### config.mk
export PLATFORM = sky130hd
export DESIGN_NAME = led_pattern_sequencer_with_priority
export DESIGN_NICKNAME = d
export VERILOG_FILES = /design/src/design/lps_pkg.sv /design/src/design/lps_pick.sv /design/src/design/lps_core.sv /design/src/design/led_pattern_sequencer_with_priority.sv
export SDC_FILE = /design/constraint.sdc
export NUM_CORES = 1
export LEC_CHECK = 0
export BUFFER_PORTS_ARGS = -buffer_cell sky130_fd_sc_hd__buf_2
export CAP_MARGIN = 20
export CORE_MARGIN = 2
export CORE_UTILIZATION = 30
export DETAILED_ROUTE_END_ITERATION = 8
export PLACE_DENSITY = 0.52
export RECOVER_POWER = 100
export SYNTH_ARGS = -nofsm -noshare
export SYNTH_HDL_FRONTEND = slang
export SYNTH_SLANG_ARGS = --single-unit
### constraint.sdc
create_clock -name i_clk -period 10.4 [get_ports i_clk]
set_input_delay 2.08 -clock i_clk [delete_from_list [all_inputs] [get_ports i_clk]]
set_output_delay 2.08 -clock i_clk [all_outputs]
set_load 0.02 [all_outputs]
### src/design/lps_pkg.sv
// lps_pkg: shared types, scene rom and constants for the led pattern sequencer
package lps_pkg;

    localparam int ROM_SCENES = 5;
    localparam int SCENE_W    = 3;
    localparam int PASS_W     = 5;
    localparam int ELAPSED_W  = 12;
    localparam int LIFE_W     = 11;
    localparam int PRI_W      = 3;
    localparam int PRIOS_W    = PRI_W * ROM_SCENES;
    localparam logic [PRIOS_W-1:0] PRIOS_RESET = 15'd4674;

    typedef enum logic [1:0] {
        OP_TICK   = 2'd0,
        OP_START  = 2'd1,
        OP_CANCEL = 2'd2,
        OP_DIRECT = 2'd3
    } t_opcode;

    typedef struct packed {
        t_opcode            opcode;
        logic [SCENE_W-1:0] scene_id;
        logic               led_select;
        logic               led_level;
    } t_in_item;

    typedef struct packed {
        logic                  red_on;
        logic                  blue_on;
        logic [SCENE_W-1:0]    playing_scene;
        logic [ROM_SCENES-1:0] running_mask;
    } t_out_item;

    typedef struct packed {
        logic              red;
        logic              blue;
        logic [LIFE_W-1:0] life_ms;
    } t_action;

    // number of passes of each scene
    function automatic logic [PASS_W-1:0] scene_passes(input logic [SCENE_W-1:0] s);
        logic [PASS_W-1:0] p;
        case (s)
            3'd0:    p = 5'd1;
            3'd1:    p = 5'd30;
            3'd2:    p = 5'd10;
            3'd3:    p = 5'd10;
            3'd4:    p = 5'd20;
            default: p = 5'd1;
        endcase
        return p;
    endfunction

    // actions per pass
    function automatic logic [1:0] scene_count(input logic [SCENE_W-1:0] s);
        return (s == 3'd0) ? 2'd1 : 2'd2;
    endfunction

    function automatic t_action scene_action(input logic [SCENE_W-1:0] s, input logic idx);
        t_action a;
        case ({s, idx})
            {3'd0, 1'b0}: a = '{red: 1'b1, blue: 1'b0, life_ms: 11'd2000};
            {3'd0, 1'b1}: a = '{red: 1'b0, blue: 1'b0, life_ms: 11'd2000};
            {3'd1, 1'b0}: a = '{red: 1'b0, blue: 1'b1, life_ms: 11'd1000};
            {3'd1, 1'b1}: a = '{red: 1'b0, blue: 1'b0, life_ms: 11'd1000};
            {3'd2, 1'b0}: a = '{red: 1'b0, blue: 1'b0, life_ms: 11'd500};
            {3'd2, 1'b1}: a = '{red: 1'b1, blue: 1'b0, life_ms: 11'd500};
            {3'd3, 1'b0}: a = '{red: 1'b1, blue: 1'b0, life_ms: 11'd100};
            {3'd3, 1'b1}: a = '{red: 1'b0, blue: 1'b0, life_ms: 11'd100};
            {3'd4, 1'b0}: a = '{red: 1'b0, blue: 1'b1, life_ms: 11'd500};
            {3'd4, 1'b1}: a = '{red: 1'b1, blue: 1'b0, life_ms: 11'd500};
            default:      a = '{red: 1'b0, blue: 1'b0, life_ms: 11'd0};
        endcase
        return a;
    endfunction

endpackage

### src/design/lps_pick.sv
// lps_pick: priority winner among running scenes
module lps_pick (
    input  logic [lps_pkg::ROM_SCENES-1:0] i_running,
    input  logic [lps_pkg::PRIOS_W-1:0]    i_priorities,
    output logic                           o_found,
    output logic [lps_pkg::SCENE_W-1:0]    o_winner
);
    import lps_pkg::*;

    logic [PRI_W:0] best_pri;
    logic [PRI_W:0] pri;

    // strict less-than keeps the lower index on a tie
    always_comb begin
        best_pri = 4'd8;
        o_found  = 1'b0;
        o_winner = '0;
        for (int i = 0; i < ROM_SCENES; i++) begin
            pri = {1'b0, i_priorities[i*PRI_W +: PRI_W]};
            if (i_running[i] && (pri < best_pri)) begin
                best_pri = pri;
                o_found  = 1'b1;
                o_winner = SCENE_W'(i);
            end
        end
    end

endmodule

### src/design/lps_core.sv
// lps_core: scene state registers and the single-pass update for one item
module lps_core #(
    parameter int NUM_SCENES     = 5,
    parameter int TICK_PERIOD_MS = 50
) (
    input  logic                        i_clk,
    input  logic                        i_rst_n,
    input  logic                        i_fire,
    input  lps_pkg::t_in_item           i_item,
    input  logic [lps_pkg::PRIOS_W-1:0] i_priorities,
    output lps_pkg::t_out_item          o_next
);
    import lps_pkg::*;

    localparam int SCENE_NONE_I = (NUM_SCENES < ROM_SCENES) ? NUM_SCENES : ROM_SCENES;
    localparam logic [SCENE_W-1:0]   SCENE_NONE = SCENE_W'(SCENE_NONE_I);
    localparam logic [ELAPSED_W-1:0] TICK_MS    = ELAPSED_W'(TICK_PERIOD_MS);

    logic [ROM_SCENES-1:0] r_running, n_running;
    logic [PASS_W-1:0]     r_pass    [ROM_SCENES];
    logic [PASS_W-1:0]     n_pass    [ROM_SCENES];
    logic                  r_idx     [ROM_SCENES];
    logic                  n_idx     [ROM_SCENES];
    logic [ELAPSED_W-1:0]  r_elapsed [ROM_SCENES];
    logic [ELAPSED_W-1:0]  n_elapsed [ROM_SCENES];
    logic [SCENE_W-1:0]    r_active, n_active;
    logic                  r_red, n_red;
    logic                  r_blue, n_blue;

    logic [ROM_SCENES-1:0] pick_run;
    logic                  win_found;
    logic [SCENE_W-1:0]    win_idx;
    logic [SCENE_W-1:0]    w;
    logic                  w_ok;
    logic [SCENE_W-1:0]    a;
    logic                  a_ok;
    logic [SCENE_W-1:0]    id;
    logic                  id_ok;
    logic [ELAPSED_W-1:0]  e;
    t_action               act;
    logic [1:0]            idx_inc;
    logic [PASS_W-1:0]     pass_inc;

    assign a     = r_active;
    assign a_ok  = (r_active < SCENE_NONE);
    assign id    = i_item.scene_id;
    assign id_ok = (id < SCENE_NONE);

    // running set that the winner is picked from after this item
    always_comb begin
        pick_run = r_running;
        case (i_item.opcode)
            OP_TICK:   if (a_ok) pick_run[a] = 1'b0;
            OP_START:  if (id_ok) pick_run[id] = 1'b1;
            OP_CANCEL: if (id_ok) pick_run[id] = 1'b0;
            default:   pick_run = r_running;
        endcase
    end

    lps_pick u_pick (
        .i_running    (pick_run),
        .i_priorities (i_priorities),
        .o_found      (win_found),
        .o_winner     (win_idx)
    );

    assign w    = win_found ? win_idx : SCENE_NONE;
    assign w_ok = win_found;

    always_comb begin
        n_running = r_running;
        n_pass    = r_pass;
        n_idx     = r_idx;
        n_elapsed = r_elapsed;
        n_active  = r_active;
        n_red     = r_red;
        n_blue    = r_blue;
        e         = r_elapsed[a] + TICK_MS;
        act       = scene_action(a, r_idx[a]);
        idx_inc   = {1'b0, r_idx[a]} + 2'd1;
        pass_inc  = r_pass[a] + 5'd1;

        unique case (i_item.opcode)
            OP_TICK: begin
                if (a_ok && r_running[a]) begin
                    n_elapsed[a] = e;
                    if (e < {1'b0, act.life_ms}) begin
                        n_red  = act.red;
                        n_blue = act.blue;
                    end else if (idx_inc >= scene_count(a)) begin
                        // end of a pass
                        n_idx[a]  = 1'b0;
                        n_pass[a] = pass_inc;
                        if (pass_inc >= scene_passes(a)) begin
                            // scene finished, hand over without restarting
                            n_running[a] = 1'b0;
                            n_red        = 1'b0;
                            n_blue       = 1'b0;
                            n_active     = w;
                            if (w_ok) n_elapsed[w] = '0;
                        end else begin
                            n_elapsed[a] = '0;
                        end
                    end else begin
                        n_idx[a]     = idx_inc[0];
                        n_elapsed[a] = '0;
                    end
                end
            end
            OP_START: begin
                if (id_ok && !r_running[id]) begin
                    n_running[id] = 1'b1;
                    n_pass[id]    = '0;
                    n_idx[id]     = 1'b0;
                    n_elapsed[id] = '0;
                    if (w != r_active) begin
                        if (a_ok) n_running[a] = 1'b0;
                        n_active = w;
                    end
                    if (w_ok) begin
                        n_pass[w]    = '0;
                        n_idx[w]     = 1'b0;
                        n_elapsed[w] = '0;
                    end
                end
            end
            OP_CANCEL: begin
                if (id_ok) begin
                    n_running[id] = 1'b0;
                    if (r_active == id) begin
                        n_red    = 1'b0;
                        n_blue   = 1'b0;
                        n_active = w;
                        if (w_ok) begin
                            n_pass[w]    = '0;
                            n_idx[w]     = 1'b0;
                            n_elapsed[w] = '0;
                        end
                    end
                end
            end
            OP_DIRECT: begin
                if (i_item.led_select) n_blue = i_item.led_level;
                else                   n_red  = i_item.led_level;
            end
            default: n_active = r_active;
        endcase
    end

    always_ff @(posedge i_clk) begin
        if (!i_rst_n) begin
            r_running <= '0;
            r_active  <= SCENE_NONE;
            r_red     <= 1'b0;
            r_blue    <= 1'b0;
            for (int i = 0; i < ROM_SCENES; i++) begin
                r_pass[i]    <= '0;
                r_idx[i]     <= 1'b0;
                r_elapsed[i] <= '0;
            end
        end else if (i_fire) begin
            r_running <= n_running;
            r_active  <= n_active;
            r_red     <= n_red;
            r_blue    <= n_blue;
            r_pass    <= n_pass;
            r_idx     <= n_idx;
            r_elapsed <= n_elapsed;
        end
    end

    assign o_next.red_on        = n_red;
    assign o_next.blue_on       = n_blue;
    assign o_next.playing_scene = n_active;
    assign o_next.running_mask  = n_running;

endmodule

### src/design/led_pattern_sequencer_with_priority.sv
// led_pattern_sequencer_with_priority: top level, input and result registers
//
//  channel  | direction | handshake                | payload
//  ---------+-----------+--------------------------+---------------------------
//  in       | in        | i_in_valid / o_in_stall  | i_in_item  (t_in_item)
//  out      | out       | o_out_valid / i_out_stall| o_out_item (t_out_item)
//  cfg      | in        | i_cfg_wr_en              | i_cfg_wr_data (priorities)
//
//  one item per cycle sustained while out does not stall; a result is presented after the
//  transfer in via the input register, then the state update straight into the result register
//  synchronous active-low reset clears all scene state, leds off, no scene playing
//  a stall on out holds the result; the input register still takes one more item,
//  after which in stalls until out frees up
module led_pattern_sequencer_with_priority #(
    parameter int NUM_SCENES     = 5,
    parameter int TICK_PERIOD_MS = 50
) (
    input  logic                        i_clk,
    input  logic                        i_rst_n,
    input  logic                        i_in_valid,
    output logic                        o_in_stall,
    input  lps_pkg::t_in_item           i_in_item,
    output logic                        o_out_valid,
    input  logic                        i_out_stall,
    output lps_pkg::t_out_item          o_out_item,
    input  logic                        i_cfg_wr_en,
    input  logic [lps_pkg::PRIOS_W-1:0] i_cfg_wr_data
);
    import lps_pkg::*;

    logic               r_in_valid;
    t_in_item           r_in_item;
    logic               r_out_valid;
    t_out_item          r_out_item;
    logic [PRIOS_W-1:0] r_priorities;

    logic               advance;
    logic               fire;
    logic               in_xfer;
    t_out_item          next_result;

    // the held item moves on when the result register is empty or being drained
    assign advance    = !r_out_valid || !i_out_stall;
    assign fire       = r_in_valid && advance;
    assign o_in_stall = r_in_valid && !advance;
    assign in_xfer    = i_in_valid && !o_in_stall;

    // priority register, to be written only while idle; the block itself does not enforce this
    always_ff @(posedge i_clk) begin
        if (!i_rst_n) begin
            r_priorities <= PRIOS_RESET;
        end else if (i_cfg_wr_en) begin
            r_priorities <= i_cfg_wr_data;
        end
    end

    // input register
    always_ff @(posedge i_clk) begin
        if (!i_rst_n) begin
            r_in_valid <= 1'b0;
        end else if (in_xfer) begin
            r_in_valid <= 1'b1;
        end else if (fire) begin
            r_in_valid <= 1'b0;
        end
    end

    always_ff @(posedge i_clk) begin
        if (in_xfer) begin
            r_in_item <= i_in_item;
        end
    end

    // scene state and the whole update for one item
    lps_core #(
        .NUM_SCENES     (NUM_SCENES),
        .TICK_PERIOD_MS (TICK_PERIOD_MS)
    ) u_core (
        .i_clk        (i_clk),
        .i_rst_n      (i_rst_n),
        .i_fire       (fire),
        .i_item       (r_in_item),
        .i_priorities (r_priorities),
        .o_next       (next_result)
    );

    // result register, loaded in the same edge that commits the state
    always_ff @(posedge i_clk) begin
        if (!i_rst_n) begin
            r_out_valid <= 1'b0;
        end else if (fire) begin
            r_out_valid <= 1'b1;
        end else if (!i_out_stall) begin
            r_out_valid <= 1'b0;
        end
    end

    always_ff @(posedge i_clk) begin
        if (fire) begin
            r_out_item <= next_result;
        end
    end

    assign o_out_valid = r_out_valid;
    assign o_out_item  = r_out_item;

endmodule

* After elaboration in Yosys (flattened, before gate mapping)
Memory sizes are Yosys's and may differ from the RTL's.
Cells that the tools add are included.
** Storage, ports and cells
- Output and inout bits :: 12
- Memory bits (writable) :: 0
- Memories :: 1
- Bits of input ports :: 27
- Latch bits :: 0
- Word-level logic and storage cells :: 255
- Memory bits (read-only) :: 176
- Register bits :: 134
** Memories
- (no name shown) :: words 16, bits a word 11, rd ports 1, clocked after memory_dff 0, write ports 0, RTL line lps_pkg.sv:61 : case ({s, idx})
** Cells by class
- Muxes and demuxes :: 128
- Bitwise operators :: 29
- Reduce and logical (&&, ||, !) cells :: 28
- $add $sub $neg :: 3
- Div/mod/pow operators :: 0
- Shift-type cells :: 0
- $mul :: 0
- Eq/ne operators :: 17
- Order comparisons :: 19
** Operator list (count)
- $mux W60 :: 10
- $and A60 B60 Y60 :: 5
- $mux W25 :: 8
- $not A60 Y60 :: 3
- $pmux W60 S3 :: 1
- $mux W5 :: 27
- $demux W12 S3 :: 3
- $and A25 B25 Y25 :: 3
- $pmux W25 S3 :: 1
- $bwmux W60 :: 1
- $mux W12 :: 5
- $pmux W5 S3 :: 4
- $not A25 Y25 :: 2
- $demux W5 S3 :: 3
- $bmux W12 S3 :: 1
- $mux W3 :: 12
- $and A5 B5 Y5 :: 7
- $mux W1 :: 33
- $bwmux W25 :: 1
- $not A5 Y5 :: 5
- $lt A3 B4 Y1 :: 4
- $mux W4 :: 4
- $bmux W5 S3 :: 1
- $demux W1 S3 :: 5
- 38 further kinds :: 75

* Logic depth before layout (Yosys ltp)
Gate-level depths: netlist (run 1).
- Depth in word-level cells :: 35
- Depth in mapped cells :: 38
- Depth with buffers taken out :: 36

* Cells and area by module
A second synthesis (run 1) with hierarchy kept.
** Unflattened totals
- Cells, all modules :: 894
- Area, all modules :: 7865.0 µm²
** Modules (own cells, without submodules)
- lps_core :: times used 1, area an instance 6216.0 µm², cells each 751
- led_pattern_sequencer_with_priority :: times used 1, area an instance 1159.9 µm², cells each 73
- lps_pick :: times used 1, area an instance 489.2 µm², cells each 70

* Least setup slack after synthesis (run 1)
Ideal clock, no wire load.
- Path kind :: reg2reg
- Start point :: register r_in_item[5] (netlist bit)
- End point :: register r_out_item, in the netlist o_out_item[1] (data pin)
- Library setup time :: 149 ps
- Arrival time :: 6614 ps
- Path slack :: 3637 ps
- Cell stages (with the launch flop) :: 35
- Path buffers :: 1
- Cells stage by stage :: edfxtp_1 inv_1 ha_1 o21ai_0 o21ai_2 nand2_1 ha_1 a21o_1 a31o_2 a21oi_4 nand2_1 o21ai_0 inv_1 ha_1 nor2_1 o21ai_1 o31ai_2 nor2_1 mux2i_1 ha_1 o21a_1 nor2_1 o21a_1 o21bai_1 a21oi_1 ha_1 a2111oi_0 o211ai_1 a211oi_4 a22oi_2 buf_6 o31a_1 a211oi_2 o22ai_1 a2bb2oi_1
** RTL lines
- start: declaration :: RTL line led_pattern_sequencer_with_priority.sv:32 : t_in_item r_in_item;
- start signal: assignment :: RTL line led_pattern_sequencer_with_priority.sv:70 : r_in_item <= i_in_item;
- end signal: assignment :: RTL line led_pattern_sequencer_with_priority.sv:100 : r_out_item <= next_result;
- end: declaration :: RTL line led_pattern_sequencer_with_priority.sv:34 : t_out_item r_out_item;

==> impl_metrics.py, run 1 <==
metrics = {
    "die": {
        "placementRows": 62,
        "io_pins": 39,
        "core_um2": 28600,
        "dieArea_um2": 30400,
        "chipWidth_um": 174,
        "start_util": 0.304,
        "die_h_um": 174,
    },
    "power": {
        "switchingPower_uw": 417,
        "vdd.ir_drop.worst_mv": 0.115,
        "p_int_uw": 895,
        "switching_share": 0.318,
        "seqPwrFrac": 0.402,
        "power_frac_comb": 0.161,
        "power.leakage_nw": 3.40,
        "clkPwrFrac": 0.437,
        "p_per_area_nw_per_um2": 135,
    },
    "yosys": {
        "ys_top_cells_by_area": "dfxtp_1 (26%), edfxtp_1 (5.9%), a21oi_1 (4.9%), nand2_1 (4.7%), ha_1 (4.5%)",
        "synth_cells": 1046,
        "synth_edf_count": 17,
        "yosysSeqAreaShare": 0.316,
        "yosysWarnings": 0,
        "syn_area_per_cell_um2": 8.33,
        "syn_area_um2": 8710,
        "syn-num-nets": 1104,
        "synth_top_area_share": 0.257,
        "synthArstFlopShare": 0,
        "ys_ff_latch": 129,
        "synth_cell_types": 89,
        "ys.flop_type": "dfxtp_1",
        "yosysTopAreaCell": "dfxtp_1",
    },
    "cts": {
        "cts_resized": 0,
        "cts_sinks": 129,
        "cts_tree": "done",
        "clockBufferDepth": 2,
        "h-tree-depth": 4,
        "holdBufCountCts": 0,
        "cts.root.buffer_cell": "clkbuf_16",
        "clk_latency_ns": 0.44,
        "numCtsBuffers": 17,
        "post-cts-setup-buffers": 0,
        "clkTransAtPathRegs_ns": 0.06,
    },
    "route": {
        "num_vias": 8553,
        "viasPerCell": 5.92,
        "wl_mm": 30.5,
        "first_pass_iters": 6,
        "drc_errors": 0,
        "initialDrtViolationCount": 945,
        "wl_per_cell_um": 21.1,
        "antenna_left": 0,
    },
    "timing": {
        "setup_viol": 0,
        "fin_crit_ns": 9.04,
        "skew_ns": 0.00926,
        "rsz0062_at_grt": "no",
        "whs_ns": 0.437,
        "slew_violations": 49,
        "hold_viol_final": 0,
        "slew-limit-headroom": -0.876,
        "fin_ws_ns": 1.36,
        "worstMarginPinSlew_ns": 2.81,
        "fin_crit_sh": 0.869,
        "timing.fmax_mhz": 111,
        "setup_tns_ns": 0,
    },
    "worst_setup_path": {
        "slowest_stage": "o21ai_0",
        "critPathLaunchType": "register",
        "crit_path_frequent_cell": "ha_1",
        "startpoint": "r_in_item[5]",
        "arrival_ns": 9.36,
        "r2r-start": "r_in_item[5]",
        "cp_max_fo": 15,
        "crit_required_ns": 10.72,
        "slowest_delay_ns": 0.75,
        "path_class": "register to register",
        "endpoint_kind": "register",
    },
    "placement": {
        "numPortBuffers": 38,
        "gp_congestion": 0.893,
        "dpl_worst_slack_ns": 1.93,
        "dpl.cell_count": 1413,
        "hpwl_mm": 20.1,
    },
    "min_path": {
        "hold_class": "register to register",
    },
    "cells_and_area": {
        "drive_gt1_frac": 0.115,
        "layout.cells.non_filler": 1445,
        "mostFrequentLayoutCell": "dfxtp_1",
        "multi_input_area_um2": 5500,
        "final_cell_mix": "dfxtp_1 (112), nand2_1 (109), nor2_1 (96)",
        "register_area_um2": 2750,
        "fillers": 3018,
        "final_nets": 1106,
        "n_antenna_cell": 0,
        "syn_to_final_growth_pct": 11.2,
    },
    "outcome": {
        "violations": "max-capacitance violations, max-slew violations",
        "status": "finished with violations",
    },
    "global_route": {
        "grt_pass1_wl_mm": 47.7,
        "grt_max_degree": 49,
        "track_usage": 0.201,
        "grt_pass1_vias": 8147,
        "antenna_found_initial": 2,
        "grt-ovfl-total": 0,
    },
    "run": {
        "drv_cap": 1,
    },
}
[layout make-up]
type / count / share of cell area
Multi-Input combinational cell: 811 / 0.567
Clock buffer: 19 / 0.0457
Inverter: 34 / 0.0132
Clock inverter: 13 / 0.0105
Tap cell: 384 / 0.0496
Timing Repair Buffer: 55 / 0.0297
Sequential cell: 129 / 0.284
[worst max-delay path: cells and delay by family (launching register included)]
family	cells	cell delay, ns
buffers and inverters	2	0.21
DFF	1	0.45
adders and majority gates	5	1.68
and+or+nand+nor	7	1.31
muxes	1	0.31
AOI/OAI and AO/OA	19	4.95
[power by group through the flow]
stage	Sequential, mW	Combinational [mW]	Clock [mW]
global placement	0.538	0.207	0
floorplan	0.536	0.145	0
finish	0.528	0.211	0.573
global route	0.529	0.227	0.601
CTS	0.527	0.209	0.580
detailed placement	0.538	0.208	0
[synth_stat cells, types with 10 or more instances]
master / n
a21boi_0: 10
a21o_1: 19
a21oi_1: 86
a22o_1: 14
a22oi_1: 29
a31oi_1: 20
a32o_1: 22
and2_1: 11
buf_2: 17
clkbuf_1: 41
dfxtp_1: 112
edfxtp_1: 17
ha_1: 31
inv_1: 31
mux2i_1: 23
mux4_2: 14
nand2_1: 109
nand3_1: 32
nor2_1: 96
nor3_1: 17
o211ai_1: 18
o21a_1: 13
o21ai_0: 63
o2bb2ai_1: 12
[cell families (layout without fill, tap and decap cells)]
group,after synthesis,in the layout,synth area share
XOR/XNOR,14,14,0.0141
buffers and inverters,106,121,0.0524
AND/OR/NAND/NOR,326,326,0.180
AO/OA/AOI/OAI,402,402,0.329
multiplexers,38,38,0.0639
flip-flops,129,129,0.316
adder cells (fa/ha/maj),31,31,0.0445
[through the flow]
stage	utilization	cell area [um2]	power (mW)
5_1_grt	0.338	9690	1.36
2_1_floorplan	-	8710	0.682
4_1_cts	0.340	9740	1.32
3_3_place_gp	0.321	9200	0.745
3_5_place_dp	0.321	9200	0.746
6_report	0.338	9690	1.31
[final timing paths]
path               to  slack, ns  cells after the start
min          register       0.44                      2
min reg2reg  register       0.44                      2
max reg2reg  register       1.36                     34
max          register       1.36                     34
[layer usage]
| metal | share of wire | up-vias | GRT usage |
|---|---|---|---|
| met5 | 0.00023 | - | 0 |
| met4 | 0.032 | 2 | 0.0875 |
| met3 | 0.082 | 74 | 0.0315 |
| met2 | 0.44 | 424 | 0.305 |
| met1 | 0.45 | 4109 | 0.281 |
| li1 | - | 3944 | - |
(Power assumes the default switching activity.)
==> run 2, diff against run 1 <==
--- a/config.mk
+++ b/config.mk
@@ -8,9 +8,10 @@
 export BUFFER_PORTS_ARGS = -buffer_cell sky130_fd_sc_hd__buf_2
 export CAP_MARGIN = 20
 export CORE_MARGIN = 2
-export CORE_UTILIZATION = 30
+export CORE_UTILIZATION = 65
 export DETAILED_ROUTE_END_ITERATION = 8
-export PLACE_DENSITY = 0.52
+export GPL_TIMING_DRIVEN = 0
+export PLACE_DENSITY = 0.91
 export RECOVER_POWER = 100
 export SYNTH_ARGS = -nofsm -noshare
 export SYNTH_HDL_FRONTEND = slang
==> impl_metrics.py, run 2 (synthesized netlist as in run 1, its figures left out) <==
metrics = {
    "cts": {
        "holdBufCountCts": 0,
        "clkTransAtPathRegs_ns": 0.06,
        "cts_resized": 0,
        "numCtsBuffers": 17,
        "cts.root.buffer_cell": "clkbuf_16",
        "h-tree-depth": 4,
        "cts_sinks": 129,
        "post-cts-setup-buffers": 0,
        "clk_latency_ns": 0.43,
        "cts_tree": "done",
        "clockBufferDepth": 2,
    },
    "route": {
        "wl_per_cell_um": 23.1,
        "viasPerCell": 7.11,
        "initialDrtViolationCount": 1445,
        "wl_mm": 29.8,
        "drc_errors": 0,
        "num_vias": 9164,
        "first_pass_iters": 6,
        "antenna_left": 0,
    },
    "placement": {
        "hpwl_mm": 21.6,
        "gp_congestion": 1.04,
        "numPortBuffers": 36,
    },
    "die": {
        "dieArea_um2": 14300,
        "start_util": 0.661,
        "io_pins": 39,
        "die_h_um": 120,
        "chipWidth_um": 120,
        "placementRows": 42,
        "core_um2": 13200,
    },
    "worst_setup_path": {
        "crit_path_frequent_cell": "ha_1",
        "path_buf_inv": 4,
        "rr_worst_depth": 35,
        "r2r-start": "r_in_item[5]",
        "endpoint_kind": "register",
        "reg2reg_setup_slack_ns": 1.23,
        "timing.rr.end": "u_core.r_elapsed[56]",
        "slowest_delay_ns": 0.89,
        "cp_top_family": "compound AO/OA/AOI/OAI gates",
        "critPathLaunchType": "register",
        "arrival_ns": 9.52,
        "slowest_stage": "o21ai_0",
        "path_class": "register to register",
        "crit_required_ns": 10.76,
        "cp_max_fo": 10,
        "startpoint": "r_in_item[5]",
    },
    "min_path": {
        "hold_depth": 2,
        "hold_class": "register to register",
    },
    "global_route": {
        "track_usage": 0.416,
        "grt-ovfl-total": 0,
        "grt_max_degree": 19,
        "grt_pass1_wl_mm": 46.0,
        "antenna_found_initial": 0,
        "grt_pass1_vias": 8599,
    },
    "timing": {
        "setup_tns_ns": 0,
        "rsz0062_at_grt": "no",
        "fin_crit_sh": 0.881,
        "timing.fmax_mhz": 109,
        "slew_violations": 0,
        "slew-limit-headroom": 0.267,
        "skew_ns": 0.00768,
        "setup_viol": 0,
        "fin_crit_ns": 9.17,
        "worstMarginPinSlew_ns": 1.09,
        "hold_viol_final": 0,
    },
    "power": {
        "p_total_mw": 1.37,
        "vdd.ir_drop.worst_mv": 0.166,
        "p_per_area_nw_per_um2": 142,
        "power.leakage_nw": 3.52,
    },
    "outcome": {
        "status": "completed",
    },
    "cells_and_area": {
        "fillers": 1007,
        "n_antenna_cell": 0,
        "final_cell_mix": "dfxtp_1 (112), nand2_1 (109), nor2_1 (96)",
        "syn_to_final_growth_pct": 11.1,
        "final_nets": 1159,
        "drive_gt1_frac": 0.111,
        "mostFrequentLayoutCell": "dfxtp_1",
    },
    "run": {
        "drv_cap": 0,
    },
}
-- run 2: cell count changes in the layout (fill, tap and decap cells not counted), sizes merged --
cell and change:
clkbuf +49, buf +8, inv -7, bufinv +2
clkinv +2, clkinvlp -2
-- run 2: worst max-delay path by stage --
stage	to	slack (ns)	cells after the start
detailed placement	o_out_item[1]	2.29	36
global route	u_core.r_elapsed[50]	0.66	35
global placement	o_out_item[1]	2.51	36
finish	u_core.r_elapsed[56]	1.23	35
CTS	o_out_item[1]	2.04	34
floorplan	o_out_item[1]	3.64	34
-- run 2: layout make-up --
cell class | instances | area, um2 | area share
tap | 176 | 220 | 0.0228
sequential | 129 | 2750 | 0.284
clock buffer | 23 | 509 | 0.0526
multi-input combinational | 811 | 5480 | 0.567
timing repair buffer | 36 | 164 | 0.0169
buffer | 72 | 318 | 0.0328
clock inverter | 8 | 100 | 0.0103
inverter | 34 | 128 | 0.0132
-- run 2: worst min-delay path, cell delays in order (launching register included) --
cell	delay, ns
dfxtp_1	0.31
nand2_1	0.05
a21oi_1	0.03
-- run 2: power breakdown --
part	total (mW)	internal (mW)	switching, mW	leakage (nW)
Combinational	0.224	0.0670	0.157	2.15
Clock	0.623	0.391	0.232	0.300
Sequential	0.526	0.517	0.00933	1.07
-- run 2: layer usage --
layer,track usage,up-vias,wire length (um)
met5,0,-,0
met4,0.226,0,1480
met3,0.140,138,4270
met2,0.610,715,12600
met1,0.540,4240,11400
li1,-,4071,-
-- run 2: metrics by stage --
stage	instance area, um2	worst slack, ns	hold slack, ns	util	instances
finish	9680	1.23	0.439	0.734	1289
global route	9680	0.663	0.469	0.734	1289
CTS	9720	2.04	0.434	0.737	1289
detailed placement	9110	2.29	0.425	0.691	1258
global placement	9110	2.51	0.423	0.691	1258
floorplan	8710	3.64	0.413	-	1046
==> run 3, diff against run 2 <==
--- a/config.mk
+++ b/config.mk
@@ -5,13 +5,14 @@
 export SDC_FILE = /design/constraint.sdc
 export NUM_CORES = 1
 export LEC_CHECK = 0
+export ABC_AREA = 1
 export BUFFER_PORTS_ARGS = -buffer_cell sky130_fd_sc_hd__buf_2
 export CAP_MARGIN = 20
 export CORE_MARGIN = 2
 export CORE_UTILIZATION = 65
 export DETAILED_ROUTE_END_ITERATION = 8
 export GPL_TIMING_DRIVEN = 0
-export PLACE_DENSITY = 0.91
+export PLACE_DENSITY = 0.9
 export RECOVER_POWER = 100
 export SYNTH_ARGS = -nofsm -noshare
 export SYNTH_HDL_FRONTEND = slang
==> impl_metrics.py, run 3 <==
metrics = {
    "outcome": {
        "status": "finished with violations",
        "violations": "max-capacitance violations, max-slew violations",
    },
    "worst_setup_path": {
        "crit_path_frequent_cell": "nand2_1",
        "cp_max_fo": 9,
        "path_buf_inv": 4,
        "critPathLaunchType": "register",
        "cp_top_family": "simple AND/OR/NAND/NOR gates",
        "endpoint_kind": "register",
        "slowest_delay_ns": 1.06,
        "reg2reg_setup_slack_ns": 2.74,
        "slowest_stage": "nor4_1",
        "path_class": "register to register",
        "crit_required_ns": 10.75,
        "arrival_ns": 8.01,
    },
    "timing": {
        "timing.fmax_mhz": 131,
        "slew-limit-headroom": -0.00219,
        "fin_crit_sh": 0.737,
        "fin_crit_ns": 7.66,
        "worstMarginPinSlew_ns": 1.50,
        "setup_viol": 0,
        "setup_tns_ns": 0,
        "rsz0062_at_grt": "no",
        "slew_violations": 1,
        "hold_viol_final": 0,
        "skew_ns": 0.0106,
    },
    "cts": {
        "holdBufCountCts": 0,
        "h-tree-depth": 4,
        "cts_tree": "done",
        "clockBufferDepth": 2,
        "numCtsBuffers": 17,
        "cts_sinks": 129,
        "cts_resized": 0,
        "clkTransAtPathRegs_ns": 0.06,
        "cts.root.buffer_cell": "clkbuf_16",
        "clk_latency_ns": 0.45,
        "post-cts-setup-buffers": 0,
    },
    "global_route": {
        "antenna_found_initial": 0,
        "grt_max_degree": 20,
        "grt-ovfl-total": 0,
        "track_usage": 0.434,
        "grt_pass1_wl_mm": 49.7,
        "grt_pass1_vias": 9726,
    },
    "route": {
        "wl_mm": 32.0,
        "num_vias": 10600,
        "viasPerCell": 6.55,
        "first_pass_iters": 7,
        "initialDrtViolationCount": 1687,
        "drc_errors": 0,
        "antenna_left": 0,
        "wl_per_cell_um": 19.8,
    },
    "cells_and_area": {
        "fillers": 1225,
        "layout.cells.non_filler": 1613,
        "syn_to_final_growth_pct": 8.80,
        "fin_area_um2": 9950,
        "mostFrequentLayoutCell": "nand2_1",
        "final_cell_mix": "nand2_1 (320), inv_1 (135), nand3_1 (116)",
        "multi_input_area_um2": 5310,
        "n_antenna_cell": 0,
        "drive_gt1_frac": 0.0830,
        "register_area_um2": 2750,
        "final_nets": 1478,
    },
    "power": {
        "power.leakage_nw": 4.06,
        "p_per_area_nw_per_um2": 156,
        "vdd.ir_drop.worst_mv": 0.151,
    },
    "yosys": {
        "synth_common_cells": "nand2_1 (307), inv_1 (131), dfxtp_1 (112), nand3_1 (112), o21ai_0 (103)",
        "ys.flop_type": "dfxtp_1",
        "ys_top_cells_by_area": "dfxtp_1 (25%), nand2_1 (13%), nand3_1 (6.1%), o21ai_0 (5.6%), edfxtp_1 (5.6%)",
        "synth_edf_count": 17,
        "synth_cell_types": 58,
        "syn_area_um2": 9150,
        "yosysTopAreaCell": "dfxtp_1",
        "ys_ff_latch": 129,
        "yosysSeqAreaShare": 0.301,
        "syn_area_per_cell_um2": 6.71,
        "synthArstFlopShare": 0,
        "syn-num-nets": 1421,
        "yosys.cell_count.top_type": "nand2_1",
        "yosysWarnings": 0,
        "synth_cells": 1363,
        "synth_top_area_share": 0.245,
    },
    "placement": {
        "gp_congestion": 1.06,
        "dpl.cell_count": 1581,
        "numPortBuffers": 38,
        "place_area_um2": 9560,
        "hpwl_mm": 23.3,
    },
    "die": {
        "core_um2": 13800,
        "die_h_um": 123,
        "chipWidth_um": 123,
        "dieArea_um2": 15000,
        "placementRows": 43,
        "io_pins": 39,
        "start_util": 0.661,
    },
    "run": {
        "drv_cap": 1,
    },
    "min_path": {
        "hold_class": "register to register",
    },
}
## run 3: cell types whose count changed in the layout (fill, tap and decap cells not counted), moves of 14 or more
cell     delta
a32o_1     -22
a21o_1     -19
nand3_1    +84
nand4_1    +26
a31oi_1    +15
o21ai_0    +37
mux2i_1    -23
mux4_2     -14
a21oi_1    +14
o22ai_1    +20
inv_1     +104
nand2_1   +211
o31ai_1    +19
## run 3: layout make-up
class / instances / share of cell area
Tap cell: 180 / 0.0226
Clock inverter: 13 / 0.0146
Buffer: 69 / 0.0293
Sequential cell: 129 / 0.277
Inverter: 157 / 0.0597
Multi-Input combinational cell: 1008 / 0.534
Clock buffer: 19 / 0.0455
Timing Repair Buffer: 38 / 0.0175
## run 3: kinds of logic after synthesis
group,synth area share
compound gates,0.247
flops,0.301
buf+inv,0.100
fa+ha+maj,0.0424
xor+xnor,0.00848
simple gates,0.301
## run 3: layer usage
metal,global-route usage,up-vias,share of wire
met4,0.214,4,0.045
met3,0.174,149,0.16
li1,-,4830,-
met1,0.561,4808,0.39
met2,0.621,769,0.41
met5,0.0347,-,0.0033
## run 3: tightest hold or removal path: cells and delay by family (launching register included)
kind / cells / cell delay [ns]
compound gates: 1 / 0.03
flops: 1 / 0.31
simple gates: 1 / 0.06
## run 3: path summary, 6_finish.rpt
check         startpoint              endpoint  depth (start not counted)
min reg2reg     register              register                          2
max reg2reg  u_core.a[0]  u_core.r_elapsed[56]                         40
min             register              register                          2
max          u_core.a[0]  u_core.r_elapsed[56]                         40
## run 3: where the power goes
group,internal (mW),total [mW],switching [mW],leakage (nW)
clock network,0.369,0.623,0.254,0.300
registers,0.527,0.543,0.0162,1.07
logic,0.104,0.389,0.285,2.68
total,1.00,1.55,0.555,4.06
## run 3: through the flow
step	setup slack, ns	power (mW)	utilization	hold WS, ns
final	2.74	1.55	0.720	0.438
after global routing	2.07	1.60	0.720	0.449
after CTS	4.15	1.55	0.735	0.433
after detailed placement	4.27	0.941	0.691	0.425
after global placement	4.46	0.934	0.691	0.419
after floorplan	5.44	0.829	-	0.412
